[config.mk]
export PLATFORM = sky130hd
export DESIGN_NAME = lru_page_replacement
export DESIGN_NICKNAME = d
export VERILOG_FILES = /design/src/rtl/lru_pkg.sv /design/src/rtl/lru_ctrl.sv /design/src/rtl/lru_dp.sv /design/src/rtl/lru_page_replacement.sv
export VERILOG_INCLUDE_DIRS = /design/src /design/src/rtl
export SDC_FILE = /design/constraint.sdc
export NUM_CORES = 1
export LEC_CHECK = 0
export CAP_MARGIN = 20
export CORE_MARGIN = 10
export CORE_UTILIZATION = 45
export DETAILED_ROUTE_END_ITERATION = 7
export DONT_BUFFER_PORTS = 1
export HOLD_SLACK_MARGIN = 0.06
export MAX_ROUTING_LAYER = met4
export PLACE_DENSITY = 0.65
export SYNTH_ARGS = -nofsm -noshare
export SYNTH_HDL_FRONTEND = slang
export SYNTH_SLANG_ARGS = --single-unit
[constraint.sdc]
create_clock -name clk -period 4.7 [get_ports clk]
set_input_delay 0 -clock clk [delete_from_list [all_inputs] [get_ports clk]]
set_output_delay 0 -clock clk [all_outputs]
set_load 0.01 [all_outputs]
[src/rtl/lru_page_replacement_macros.svh]
// Assertion macros used by the LRU page replacement controller.
`ifndef LRU_PAGE_REPLACEMENT_MACROS_SVH
`define LRU_PAGE_REPLACEMENT_MACROS_SVH

// The consequent must hold in the same cycle as the antecedent.
`define LRU_ASSERT_SAME(lbl, ante, cons) \
  lbl: assert property (@(posedge clk) disable iff (!rst_n) (ante) |-> (cons)) \
    else $error("LRU check failed in the same cycle");

// The consequent must hold in the cycle after the antecedent.
`define LRU_ASSERT_NEXT(lbl, ante, cons) \
  lbl: assert property (@(posedge clk) disable iff (!rst_n) (ante) |=> (cons)) \
    else $error("LRU check failed one cycle later");

`endif

[src/rtl/lru_pkg.sv]
// Package with constants, types and helper functions for the LRU page replacement block.
`default_nettype none

package lru_pkg;

  localparam int FRAMES    = 16;
  localparam int PAGE_BITS = 16;
  localparam int FIDX_W    = (FRAMES > 1) ? $clog2(FRAMES) : 1;
  localparam int AGE_W     = FIDX_W;
  localparam int CNT_W     = $clog2(FRAMES + 1);
  localparam int CFG_W     = 5;
  localparam int TOTAL_W   = 32;
  localparam int AGE_MAX   = FRAMES - 1;
  localparam int CFG_RESET = 16;

  typedef logic [FRAMES-1:0]    frame_vec_t;
  typedef logic [PAGE_BITS-1:0] page_t;
  typedef logic [AGE_W-1:0]     age_t;
  typedef logic [FIDX_W-1:0]    fidx_t;
  typedef logic [CNT_W-1:0]     fcnt_t;
  typedef logic [TOTAL_W-1:0]   total_t;

  typedef struct packed {
    logic capture;
    logic lookup;
    logic update;
    logic cfg_write;
  } dp_cmd_t;

  function automatic fcnt_t active_count(input logic [CFG_W-1:0] v);
    fcnt_t n;
    if (v == '0) begin
      n = fcnt_t'(1);
    end else if (int'(v) > FRAMES) begin
      n = fcnt_t'(FRAMES);
    end else begin
      n = fcnt_t'(v);
    end
    return n;
  endfunction

  function automatic frame_vec_t active_mask(input fcnt_t n);
    frame_vec_t m;
    m = '0;
    for (int i = 0; i < FRAMES; i++) begin
      m[i] = (i < int'(n));
    end
    return m;
  endfunction

  function automatic frame_vec_t lowest_set(input frame_vec_t v);
    return v & (~v + frame_vec_t'(1));
  endfunction

  function automatic fidx_t encode(input frame_vec_t onehot);
    fidx_t idx;
    idx = '0;
    for (int i = 0; i < FRAMES; i++) begin
      if (onehot[i]) begin
        idx = idx | fidx_t'(i);
      end
    end
    return idx;
  endfunction

endpackage

`default_nettype wire

[src/rtl/lru_ctrl.sv]
// Controller state machine that sequences capture, lookup and update of each request.
`default_nettype none

module lru_ctrl (
  input  wire logic            clk,
  input  wire logic            rst_n,
  input  wire logic            start,
  input  wire logic            cfg_valid,
  output logic                 busy,
  output logic                 cfg_ready,
  output logic                 out_valid,
  output lru_pkg::dp_cmd_t     cmd
);
  import lru_pkg::*;

  `include "lru_page_replacement_macros.svh"

  typedef enum logic [1:0] {
    S_IDLE,
    S_LOOKUP,
    S_UPDATE
  } state_t;

  state_t state_r, state_nxt;
  logic   out_valid_r;
  logic   accept;

  assign busy      = (state_r == S_LOOKUP);
  assign cfg_ready = (state_r == S_IDLE);
  assign accept    = start && !busy;
  assign out_valid = out_valid_r;

  always_comb begin
    state_nxt = state_r;
    unique case (state_r)
      S_IDLE: begin
        if (accept) state_nxt = S_LOOKUP;
      end
      S_LOOKUP: begin
        state_nxt = S_UPDATE;
      end
      S_UPDATE: begin
        state_nxt = accept ? S_LOOKUP : S_IDLE;
      end
      default: begin
        state_nxt = S_IDLE;
      end
    endcase
  end

  always_comb begin
    cmd.capture   = accept;
    cmd.lookup    = (state_r == S_LOOKUP);
    cmd.update    = (state_r == S_UPDATE);
    cmd.cfg_write = cfg_valid && cfg_ready;
  end

  always_ff @(posedge clk) begin
    if (!rst_n) begin
      state_r     <= S_IDLE;
      out_valid_r <= 1'b0;
    end else begin
      state_r     <= state_nxt;
      out_valid_r <= (state_r == S_UPDATE);
    end
  end

  `LRU_ASSERT_NEXT(a_accept_to_lookup, start && !busy, state_r == S_LOOKUP)
  `LRU_ASSERT_NEXT(a_lookup_to_update, state_r == S_LOOKUP, state_r == S_UPDATE)
  `LRU_ASSERT_NEXT(a_update_strobes, state_r == S_UPDATE, out_valid)
  `LRU_ASSERT_SAME(a_strobe_not_idle_cfg, cfg_valid && cfg_ready, !cmd.capture || !start)

endmodule

`default_nettype wire

[src/rtl/lru_dp.sv]
// Datapath with frame table, parallel tag compare, oldest-frame select and counters.
`default_nettype none

module lru_dp (
  input  wire logic                           clk,
  input  wire logic                           rst_n,
  input  wire lru_pkg::dp_cmd_t               cmd,
  input  wire logic [lru_pkg::PAGE_BITS-1:0]  page_in,
  input  wire logic [lru_pkg::CFG_W-1:0]      cfg_data,
  output logic                                hit,
  output logic [lru_pkg::FIDX_W-1:0]          frame_index,
  output logic                                evicted_valid,
  output logic [lru_pkg::PAGE_BITS-1:0]       evicted_page,
  output logic [lru_pkg::TOTAL_W-1:0]         hit_total,
  output logic [lru_pkg::TOTAL_W-1:0]         fault_total
);
  import lru_pkg::*;

  page_t              frame_page_r [FRAMES];
  frame_vec_t         frame_valid_r;
  age_t               frame_age_r  [FRAMES];
  logic [CFG_W-1:0]   cfg_r;
  page_t              page_r;
  total_t             hit_cnt_r;
  total_t             fault_cnt_r;

  logic               found_r;
  fidx_t              used_r;
  logic               ev_valid_r;
  page_t              ev_page_r;

  frame_vec_t         active;
  frame_vec_t         match;
  frame_vec_t         empty;
  frame_vec_t         cand;
  frame_vec_t         win;
  frame_vec_t         new_active;
  logic               found;
  logic               have_empty;
  fidx_t              hit_idx;
  fidx_t              empty_idx;
  fidx_t              oldest_idx;

  assign active = active_mask(active_count(cfg_r));
  assign new_active = active_mask(active_count(cfg_data));

  always_comb begin
    for (int i = 0; i < FRAMES; i++) begin
      cand[i]  = active[i] && frame_valid_r[i];
      match[i] = cand[i] && (frame_page_r[i] == page_r);
      empty[i] = active[i] && !frame_valid_r[i];
    end
  end

  always_comb begin
    for (int i = 0; i < FRAMES; i++) begin
      win[i] = cand[i];
      for (int j = 0; j < FRAMES; j++) begin
        if (j < i && cand[j] && (frame_age_r[j] >= frame_age_r[i])) win[i] = 1'b0;
        if (j > i && cand[j] && (frame_age_r[j] > frame_age_r[i])) win[i] = 1'b0;
      end
    end
  end

  assign found      = |match;
  assign have_empty = |empty;
  assign hit_idx    = encode(lowest_set(match));
  assign empty_idx  = encode(lowest_set(empty));
  assign oldest_idx = encode(lowest_set(win));

  always_ff @(posedge clk) begin
    if (cmd.capture) begin
      page_r <= page_in;
    end
    if (cmd.lookup) begin
      found_r <= found;
      if (found) begin
        used_r     <= hit_idx;
        ev_valid_r <= 1'b0;
        ev_page_r  <= '0;
      end else if (have_empty) begin
        used_r     <= empty_idx;
        ev_valid_r <= 1'b0;
        ev_page_r  <= '0;
      end else begin
        used_r     <= oldest_idx;
        ev_valid_r <= 1'b1;
        ev_page_r  <= frame_page_r[oldest_idx];
      end
    end
    if (cmd.update && !found_r) begin
      frame_page_r[used_r] <= page_r;
    end
  end

  always_ff @(posedge clk) begin
    if (!rst_n) begin
      frame_valid_r <= '0;
      cfg_r         <= CFG_W'(CFG_RESET);
      hit_cnt_r     <= '0;
      fault_cnt_r   <= '0;
      for (int i = 0; i < FRAMES; i++) begin
        frame_age_r[i] <= '0;
      end
    end else if (cmd.cfg_write) begin
      cfg_r <= cfg_data;
      for (int i = 0; i < FRAMES; i++) begin
        if (!new_active[i]) begin
          frame_valid_r[i] <= 1'b0;
          frame_age_r[i]   <= '0;
        end
      end
    end else if (cmd.update) begin
      if (found_r) begin
        if (hit_cnt_r != '1) hit_cnt_r <= hit_cnt_r + total_t'(1);
      end else begin
        if (fault_cnt_r != '1) fault_cnt_r <= fault_cnt_r + total_t'(1);
        frame_valid_r[used_r] <= 1'b1;
      end
      for (int i = 0; i < FRAMES; i++) begin
        if (fidx_t'(i) == used_r) begin
          frame_age_r[i] <= '0;
        end else if (cand[i] && (int'(frame_age_r[i]) < AGE_MAX)) begin
          frame_age_r[i] <= frame_age_r[i] + age_t'(1);
        end
      end
    end
  end

  assign hit           = found_r;
  assign frame_index   = used_r;
  assign evicted_valid = ev_valid_r;
  assign evicted_page  = ev_page_r;
  assign hit_total     = hit_cnt_r;
  assign fault_total   = fault_cnt_r;

endmodule

`default_nettype wire

[src/rtl/lru_page_replacement.sv]
// Each accepted request goes through LOOKUP, then UPDATE; out_valid is registered from UPDATE.
// LOOKUP searches the frame table, UPDATE writes it; a new request is taken in IDLE or UPDATE.
// The receiver cannot stall; out_valid is high for exactly one cycle per request.
// Synchronous active-low reset empties all frames, clears ages and counters.
// After reset all sixteen frames are in use; no clearing pass is needed.
`default_nettype none

module lru_page_replacement (
  input  wire logic                           clk,
  input  wire logic                           rst_n,
  input  wire logic                           start,
  output logic                                busy,
  input  wire logic [lru_pkg::PAGE_BITS-1:0]  in_page_number,
  input  wire logic                           cfg_valid,
  output logic                                cfg_ready,
  input  wire logic [lru_pkg::CFG_W-1:0]      cfg_frames_in_use,
  output logic                                out_valid,
  output logic                                out_hit,
  output logic [lru_pkg::FIDX_W-1:0]          out_frame_index,
  output logic                                out_evicted_valid,
  output logic [lru_pkg::PAGE_BITS-1:0]       out_evicted_page,
  output logic [lru_pkg::TOTAL_W-1:0]         out_hit_total,
  output logic [lru_pkg::TOTAL_W-1:0]         out_fault_total
);
  import lru_pkg::*;

  dp_cmd_t cmd;

  lru_ctrl u_ctrl (
    .clk       (clk),
    .rst_n     (rst_n),
    .start     (start),
    .cfg_valid (cfg_valid),
    .busy      (busy),
    .cfg_ready (cfg_ready),
    .out_valid (out_valid),
    .cmd       (cmd)
  );

  lru_dp u_dp (
    .clk           (clk),
    .rst_n         (rst_n),
    .cmd           (cmd),
    .page_in       (in_page_number),
    .cfg_data      (cfg_frames_in_use),
    .hit           (out_hit),
    .frame_index   (out_frame_index),
    .evicted_valid (out_evicted_valid),
    .evicted_page  (out_evicted_page),
    .hit_total     (out_hit_total),
    .fault_total   (out_fault_total)
  );

endmodule

`default_nettype wire
---- Word-level counts from Yosys, hierarchy flattened ----
Memory sizes are Yosys's and may differ from the RTL's. A register that Yosys moved wholly into a read port is not among the register bits.
Cells that the tools add are included.
operators by class
  add/sub/neg operators ................... 21
  order comparisons ....................... 292
  eq/ne operators ......................... 53
  multiplexer cells ....................... 607
  bitwise operators ....................... 57
  reductions and logical operators ........ 352
operators with widths
  kind                                                       number
  two-way mux 1 bit                                          505
  greater-or-equal comparator 4 bit                          120
  greater-than comparator 4 bit                              120
  logical AND 1 bit                                          308
  two-way mux 4 bit                                          74
  equality test 16 bit                                       16
  less-than comparator 4 x 5 -> 1 bit, first input constant  16
  adder 32 x 1 -> 32 bit, second input constant              2
  adder 4 x 1 -> 4 bit, second input constant                16
  less-than comparator 4 bit, second input constant          16
  inequality test 32 bit, second input constant              2
  adder 16 x 1 -> 16 bit, second input constant              3
  bitwise AND 16 bit                                         3
  two-way mux 16 bit                                         3
  NOT 16 bit                                                 3
  bitwise OR 1 bit                                           48
  AND reduction 3 bit                                        16
  less-than comparator 3 x 5 -> 1 bit, first input constant  8
  two-way mux 3 bit                                          12
  inequality test 2 bit, second input constant               18
  equality test 4 bit, first input constant                  8
  OR reduction 16 bit                                        2
  OR reduction 32 bit                                        1
  less-than comparator 1 x 5 -> 1 bit, first input constant  4
  other kinds (21)                                           58
storage, ports and cells
  register bits ........................... 110
  memory bits (writable) .................. 320
  input port bits ......................... 25
  output and inout bits ................... 89
  logic and storage cells ................. 1409
  memories ................................ 2
memories
  memory             words  width  read ports  clocked after Yosys merged registers in  wr ports  RTL line      RTL
  u_dp.frame_page_r  16     16     17          1                                        1         lru_dp.sv:19  page_t frame_page_r [FRAMES];
  u_dp.frame_age_r   16     4      16          0                                        16        lru_dp.sv:21  age_t frame_age_r [FRAMES];

---- Longest topological paths before layout ----
Gate-level depths: netlist of the first run.
  depth after elaboration ................. 41
  depth in mapped cells ................... 16
  gate-level depth less buffers ........... 13

---- Hierarchy ----
A second synthesis of the first run with hierarchy kept.
unflattened totals
  cells, all modules ...................... 3630
  area total of the unflattened synthesis .. 35338.9 µm²
modules (own cells, without submodules)
  module    times used  cells an instance  area each (µm²)  seq. area each (µm²)
  lru_dp    1           3617               35203.8          12451.9
  lru_ctrl  1           13                 135.1            60.1

---- Least setup slack after synthesis of the first run ----
OpenSTA, ideal clock, no wires.
  path kind ............................... flip-flop to flip-flop
  start ................................... memory u_dp.frame_age_r[0][22] (netlist name)
  end ..................................... register u_dp.ev_page_r[15], in the netlist u_dp.evicted_page[15] (read register of u_dp.frame_page_r) (data pin)
  library setup time ...................... 266 ps
  arrival ................................. 3600 ps
  required time ........................... 4434 ps
  setup slack ............................. 834 ps
  cell stages (with the launch flop) ...... 15
  clock period less this slack ............ 3866 ps
  cells stage by stage .................... edfxtp_1 > inv_1 > ha_1 > and3b_1 > a2111oi_0 > o21ai_0 > o211ai_1 > nor4_1 > and3_1 > or3_1 > nor4_1 > clkbuf_1 > a31oi_1 > nand4_1 > o31ai_1
RTL lines
  item         RTL line      RTL
  from (decl)  lru_dp.sv:21
  to (decl)    lru_dp.sv:30  page_t ev_page_r;

---- Worst setup path in the final report of the first run ----
  start ................................... register u_dp.cfg_r[1]
  end ..................................... register u_dp.ev_page_r[0], in the netlist u_dp.evicted_page[0] (read register of u_dp.frame_page_r) (data pin)
between the ends
  cells in the longest elaborated chain, start to end .. 39
  elaborated cells between the ends (all ways) .. 567
RTL lines
  item                                  RTL line                    RTL
  from (decl)                           lru_dp.sv:22                logic [CFG_W-1:0] cfg_r;
  from (signal assigned)                lru_dp.sv:99                cfg_r <= CFG_W'(CFG_RESET);
  from (signal assigned)                lru_dp.sv:106               cfg_r <= cfg_data;
  greater-than comparator 5 bit         lru_pkg.sv:34               end else if (int'(v) > FRAMES) begin
  two-way mux 5 bit                     lru_pkg.sv:34
  two-way mux 5 bit *                   lru_pkg.sv:32               if (v == '0) begin
  less-than comparator 1 x 5 -> 1 bit   lru_pkg.sv:46               m[i] = (i < int'(n));
  logical AND 1 bit                     lru_dp.sv:49                cand[i] = active[i] && frame_valid_r[i];
  logical AND 1 bit (on tied branches)  lru_dp.sv:60, lru_dp.sv:59
  two-way mux 1 bit (on tied branches)  lru_dp.sv:60, lru_dp.sv:59
  two-way mux 1 bit (14 in a row)       lru_dp.sv:60                if (j > i && cand[j] && (frame_age_r[j] > frame_age_r[i])) win[i] = 1'b0;
  NOT 16 bit                            lru_pkg.sv:52               return v & (~v + frame_vec_t'(1));
  adder 16 x 1 -> 16 bit                lru_pkg.sv:52
  bitwise AND 16 bit                    lru_pkg.sv:52
  two-way mux 1 bit                     lru_pkg.sv:59               if (onehot[i]) begin
  two-way mux 2 bit (2 in a row)        lru_pkg.sv:59
  two-way mux 3 bit (4 in a row)        lru_pkg.sv:59
  two-way mux 4 bit (8 in a row)        lru_pkg.sv:59
Mark *: on every way between the ends. The rest lies on a longest branch, timed or not.
A chain may end at the register's enable or synchronous reset.

==> flow_summary.yaml, run 1 <==
place:
  place.gp.congestion: 1.11
  dp_hpwl_mm: 98.8
  portBuffers: 0
synthesis:
  synth-simple-area-share: 0.179
  netlist_instances: 3497
  async_flop_share: 0
  synth_xor_area_frac: 0.0885
  synth_top_family_by_area: "adder cells"
  synth.distinct_cells: 93
  ys.flop_type: "edfxtp_1"
  synth-seq-area-share: 0.368
  synthAdderAreaFrac: 0.183
  synth.mux.area_fraction: 0.00500
  syn-num-nets: 4020
  synth_edf_count: 358
  yosys_warnings: 0
  synth_area_um2: 34000
  ys_ff_latch: 446
  syn-mean-instance-area_um2: 9.74
  synth-compound-area-share: 0.141
setup_path:
  end_kind: "register"
  path_cells: "and2_1, o31ai_4, buf_4, a21o_1, o2111ai_1, a2111o_1, nor3_1, buf_4, a211o_1, nor2_4, buf_12, buf_4, o311ai_1, o31ai_1"
  cp_slowest_stage_delay_ns: 0.61
  crit_buf_inv: 4
  critPathArrivalTime_ns: 4.94
  cp_slowest_cell: "o31ai_4"
  crit_top_cell: "buf_4"
  cp.required_ns: 5.06
  start_kind: "register"
  worst-setup-path-type: "register to register"
  cp_top_family: "compound AO/OA/AOI/OAI gates"
  critPathMaxFanout: 25
sta:
  max_freq_mhz: 218
  hold_viol: 0
  rsz0062_at_grt: "false"
  period_minus_slack_ns: 4.58
  skew_ns: 0.0499
  setup_tns_ns: 0
  slew_violations: 0
  setup_viol: 0
  timing.final.crit_share: 0.974
  worstMarginPinSlew_ns: 1.24
  slew-limit-headroom: 0.169
global_routing:
  grt_max_degree: 65
  grt-ovfl-total: 0
  grt_pass1_vias: 28600
  grtUsageTotal: 0.301
  grt_first_pass_wirelength_mm: 191
  antenna_found_initial: 6
routing:
  wl_met2_mm: 58.5
  drc: 20
  routed.top_layer: "met4"
  avgRoutedWirePerCell_um: 27.7
  vias_per_cell: 6.47
  vias: 30700
  drt_wl_total_mm: 131
  antenna_left: 0
  m1WireLength_mm: 51.3
  drtPass1Iterations: 8
  drt_iter0_drc: 3445
  met3_wirelength_mm: 13.3
outcome:
  outcome: "finished with violations"
  violations: "DRC"
floorplanning:
  core_area_um2: 74700
  fp-row-count: 100
  dieHeight_um: 295
  die-area_um2: 87100
  die-width_um: 295
  boundaryPins: 114
  floorplan.initialDensity: 0.456
finish:
  fill_cells: 6656
  post-route-util: 0.522
  nets: 4245
  final_common_cell: "ha_1"
  syn_to_final_growth_pct: 14.6
  drive_above_1_share: 0.0967
  layout_common_cells: "498 x ha_1, 358 x edfxtp_1, 237 x nor2_1, 234 x buf_4, 217 x nand3_1"
clocking:
  cts_setup_buffers: 0
  clk_pin_slew_ns: 0.06
  cts_made_buffers: 50
  tritoncts: "done"
  clk_latency_ns: 0.64
  cts_max_path_buffers: 3
  root_buffer: "clkbuf_16"
  htree_levels: 2
  clock_sinks: 446
power_and_ir_drop:
  p_total_mw: 10.1
  p_leak_nw: 15.4
  vdd_ir_drop_max_v: 0.000309
  powerDensity_nw_per_um2: 260
job:
  maxCapViolCount: 0
hold_path:
  hold_path.class: "input pin to register"
-- synthesized netlist by cell type (7+ instances only) --
| library cell | instances | area (µm²) |
|---|---|---|
| nand2_1 | 198 | 743 |
| o311ai_0 | 7 | 61.3 |
| nand2b_1 | 26 | 163 |
| edfxtp_1 | 358 | 10800 |
| nor2b_1 | 77 | 482 |
| a22oi_1 | 8 | 60.1 |
| ha_1 | 498 | 6230 |
| clkbuf_1 | 81 | 304 |
| nand4_1 | 113 | 707 |
| and2_1 | 26 | 163 |
| mux2i_1 | 17 | 170 |
| o32a_1 | 11 | 110 |
| a21oi_1 | 157 | 786 |
| nor3_1 | 47 | 235 |
| or2_2 | 8 | 50.1 |
| o22ai_1 | 32 | 200 |
| nor2_1 | 238 | 893 |
| or3_1 | 29 | 181 |
| xnor2_1 | 153 | 1340 |
| inv_1 | 168 | 631 |
| o21a_1 | 31 | 233 |
| nand3_1 | 217 | 1090 |
| nand4b_1 | 8 | 70.1 |
| a32o_1 | 19 | 190 |
| a21o_1 | 36 | 270 |
| a211oi_1 | 21 | 158 |
| o311ai_1 | 13 | 114 |
| o32ai_1 | 9 | 78.8 |
| and3_1 | 49 | 307 |
| dfxtp_1 | 88 | 1760 |
| buf_2 | 35 | 175 |
| a31oi_1 | 53 | 332 |
| and4_1 | 30 | 263 |
| xor2_1 | 191 | 1670 |
| o21ai_0 | 175 | 876 |
| o31ai_1 | 23 | 173 |
| o211ai_1 | 39 | 293 |
| nor4_1 | 55 | 344 |
| o221ai_1 | 11 | 96.3 |
| o2111ai_1 | 14 | 123 |
-- final timing paths --
| check | startpoint | end | slack, ns | depth (start not counted) |
|---|---|---|---|---|
| min reg2reg | u_ctrl.state_r[0]$_SDFFE_PN0P_ | u_ctrl.state_r[0]$_SDFFE_PN0P_ | 0.47 | 1 |
| min | cfg_frames_in_use[4] | u_dp.frame_valid_r[7]$_SDFFE_PN0P_ | 0.1 | 3 |
| max | u_dp.cfg_r[1]$_SDFFE_PN0P_ | u_dp.evicted_page[0]$_SDFFCE_PP0P_ | 0.12 | 14 |
| max reg2reg | u_dp.cfg_r[1]$_SDFFE_PN0P_ | u_dp.evicted_page[0]$_SDFFCE_PP0P_ | 0.12 | 14 |
-- worst register-to-register path: cells and delay by family (launching register included) --
kind                   cells  cell delay, ns
AOI/OAI and AO/OA          7            2.14
buffers and inverters      4            0.90
and+or+nand+nor            3            0.77
DFF                        1            0.48
-- logic make-up (layout without fill, tap and decap cells) --
logic type                 Yosys count  after routing
other                                0              7
and+or+nand+nor                   1165           1165
AOI/OAI and AO/OA                  729            729
muxes                               17             17
adders and majority gates          498            498
DFF                                446            446
xor gates and xnor gates           344            344
buffers and inverters              298            564
-- state kept, by name, summed over array words and instances, names as in the netlist --
name                flops
u_dp.frame_page_r     256
u_dp.frame_age_r       64
u_dp.fault_total       32
u_dp.hit_total         32
u_dp.evicted_page      16
u_dp.frame_valid_r     16
u_dp.page_r            16
u_dp.cfg_r              5
u_dp.frame_index        4
u_ctrl.state_r          2
u_ctrl.out_valid        1
u_dp.evicted_valid      1
u_dp.hit                1
-- area by class of cell --
cell class	count	area [µm²]	share of cell area
timing repair buffer	302	2630	0.0673
inverter	169	634	0.0163
antenna	7	17.5	0.000449
multi-input combinational	2753	20400	0.522
tap	969	1210	0.0311
clock buffer	62	1330	0.0340
sequential	446	12500	0.321
clock inverter	31	310	0.00795
-- power breakdown --
part | switching (mW) | internal [mW]
Combinational | 1.10 | 0.675
Clock | 1.77 | 2.20
Sequential | 0.0736 | 4.31
-- per-stage QoR --
stage                     setup slack, ns  instance area, µm²  std cells  hold WS [ns]
after global placement              0.306               36900       4589        0.0941
after global routing               0.0837               39000       4737         0.147
after floorplan                     0.834               34000       3497        0.0989
final                               0.121               39000       4739        0.0956
after detailed placement            0.285               36900       4589        0.0938
after CTS                           0.239               39000       4732        0.0704
-- timing repair --
item,in CTS,in global routing
hold endpoints to repair,168,0
gates resized for setup,0,3
endpoints found under the setup margin,0,16
hold buffers,50,0
-- routing by layer --
metal,GRT usage,up-vias
met3,0.0564,414
met5,-,-
met2,0.462,1840
met4,0.159,0
li1,-,13700
met1,0.375,14700
(Power assumes the default switching activity.)
==> run 2: changes to the inputs <==
--- a/config.mk
+++ b/config.mk
@@ -6,6 +6,7 @@
 export SDC_FILE = /design/constraint.sdc
 export NUM_CORES = 1
 export LEC_CHECK = 0
+export ABC_AREA = 1
 export CAP_MARGIN = 20
 export CORE_MARGIN = 10
 export CORE_UTILIZATION = 45
@@ -14,6 +15,7 @@
 export HOLD_SLACK_MARGIN = 0.06
 export MAX_ROUTING_LAYER = met4
 export PLACE_DENSITY = 0.65
+export SLEW_MARGIN = 20
 export SYNTH_ARGS = -nofsm -noshare
 export SYNTH_HDL_FRONTEND = slang
 export SYNTH_SLANG_ARGS = --single-unit
==> flow_summary.yaml, run 2 <==
outcome:
  outcome: "finished, final reports clean"
global_routing:
  grt_first_pass_wirelength_mm: 212
  grtUsageTotal: 0.302
  grt_pass1_vias: 33200
  antenna_found_initial: 3
  grt_max_degree: 69
  grt-ovfl-total: 0
synthesis:
  syn-num-nets: 5358
  synth_area_um2: 37300
  synthTopCellsByArea: "edfxtp_1 29%, ha_1 17%, nand2_1 9.1%, nand3_1 7.0%, inv_1 6.7%"
  syn-mean-instance-area_um2: 7.71
  synth-seq-area-share: 0.336
  netlist_instances: 4835
  synth.distinct_cells: 52
  yosys_warnings: 0
  synth_edf_count: 358
  synth.most_common_cell: "nand2_1"
  async_flop_share: 0
  ys.flop_type: "edfxtp_1"
  ys_ff_latch: 446
  synth_top_area_share: 0.288
  synthTopCellsByCount: "900 x nand2_1, 670 x inv_1, 534 x nor2_1"
  yosysTopAreaCell: "edfxtp_1"
sta:
  skew_ns: 0.0305
  period_minus_slack_ns: 4.36
  max_freq_mhz: 229
  slew_violations: 0
  hold_viol: 0
  setup_tns_ns: 0
  slew-limit-headroom: 0.276
  worstMarginPinSlew_ns: 1.09
  rsz0062_at_grt: "false"
  setup_viol: 0
  timing.final.crit_share: 0.927
setup_path:
  start_kind: "register"
  r2r_slack_ns: 0.34
  critPathMaxFanout: 16
  cp.required_ns: 5.17
  worst-setup-path-type: "register to register"
  critPathArrivalTime_ns: 4.83
  end_kind: "register"
clocking:
  cts_made_buffers: 52
  cts_setup_buffers: 0
  htree_levels: 2
  clk_pin_slew_ns: 0.07
  cts_max_path_buffers: 3
  clk_latency_ns: 0.64
  clock_sinks: 446
  root_buffer: "clkbuf_16"
  tritoncts: "done"
floorplanning:
  boundaryPins: 114
  die-area_um2: 94800
  floorplan.initialDensity: 0.454
  core_area_um2: 82100
  dieHeight_um: 308
  die-width_um: 308
  fp-row-count: 105
place:
  dp_hpwl_mm: 108
  portBuffers: 0
  place.gp.congestion: 1.05
  dp_cells: 5934
  placed_cell_area_um2: 39400
finish:
  nets: 5490
  reg.largest.list: "u_dp.frame_page_r x256, u_dp.frame_age_r x64"
  final_common_cell: "nand2_1"
  layout_common_cells: "900 x nand2_1, 670 x inv_1, 522 x nor2_1, 518 x nand3_1, 498 x ha_1"
  fin_area_um2: 41700
  syn_to_final_growth_pct: 11.9
  largest_register_ffs: 256
  top_register: "u_dp.frame_page_r"
  drive_above_1_share: 0.0591
  layout.cells.non_filler: 6083
routing:
  vias: 35500
  drc: 0
  drtPass1Iterations: 6
  antenna_left: 0
  vias_per_cell: 5.84
  drt_wl_total_mm: 143
  drt_iter0_drc: 4192
  avgRoutedWirePerCell_um: 23.4
job:
  maxCapViolCount: 0
power_and_ir_drop:
  vdd_ir_drop_max_v: 0.000266
  p_leak_nw: 19.0
  powerDensity_nw_per_um2: 259
hold_path:
  hold_path.class: "input pin to register"
run 2: changes by cell type in the layout (fill, tap and decap cells not counted), moves of 81 or more:
cell / before / now
nor2_1: 237 / 522
nand2_1: 198 / 900
xor2_1: 191 / 110
nand3b_1: 4 / 93
buf_4: 234 / 141
a21oi_1: 157 / 253
inv_1: 168 / 670
nand3_1: 217 / 518
run 2: worst paths after layout:
check / start / to / cells after the start
worst max-delay path: u_dp.cfg_r[4]$_SDFFE_PN1P_ / u_dp.evicted_page[2]$_SDFFCE_PP0P_ / 14
worst min-delay path: start / u_ctrl.state_r[0]$_SDFFE_PN0P_ / 3
worst max register to register: u_dp.cfg_r[4]$_SDFFE_PN1P_ / u_dp.evicted_page[2]$_SDFFCE_PP0P_ / 14
worst min register to register: u_ctrl.state_r[0]$_SDFFE_PN0P_ / u_ctrl.state_r[0]$_SDFFE_PN0P_ / 1
run 2: worst max-delay path: stages (launching register included):
cell     delay [ns]
dfxtp_1        0.53
nor2_4         0.12
nand2_1        0.14
nand3_1        0.47
inv_1          0.79
nand2_1        0.14
nand2_1        0.15
nor2_1         0.06
nand4_1        0.13
nand3_1        0.14
nor2_4         0.38
nand4_4        0.15
inv_1          0.46
nand3_1        0.34
a21oi_1        0.20
run 2: cell families after synthesis:
kind of cell,share of synthesized area
compound gates,0.0799
flops,0.336
fa+ha+maj,0.167
simple gates,0.286
buf+inv,0.0857
xor+xnor,0.0458
run 2: repair_timing:
action,4_1_cts,5_1_grt
endpoints found under the hold margin,148,0
setup endpoints to repair,0,0
hold buffers,48,0
resized for setup,0,0
run 2: area by class of cell:
type	instances	area (µm²)
Inverter	677	2540
Sequential cell	446	12500
Fill cell	7892	40400
Clock inverter	39	493
Clock buffer	58	1360
Tap cell	1070	1340
Antenna cell	3	7.51
Multi-Input combinational cell	3586	21600
Timing Repair Buffer	204	1850
run 2: layer usage:
metal,track usage,part of all wire
met5,-,0
met4,0.133,0.050
met3,0.0443,0.088
met2,0.471,0.45
met1,0.387,0.42
run 2: per-stage QoR:
step	hold slack, ns	power [mW]	utilization	setup slack (ns)
finish	0.140	10.8	0.508	0.342
global route	0.161	11.3	0.508	0.215
detailed placement	0.0990	6.37	0.479	0.474
floorplan	0.0989	5.70	-	1.83
CTS	0.137	10.8	0.508	0.485
global placement	0.0990	6.32	0.479	0.520
run 2: where the power goes:
group          switching, mW  total [mW]  internal (mW)
combinational           1.27        1.94          0.665
clock                   1.80        4.44           2.64
sequential             0.124        4.44           4.32
total                   3.20        10.8           7.62
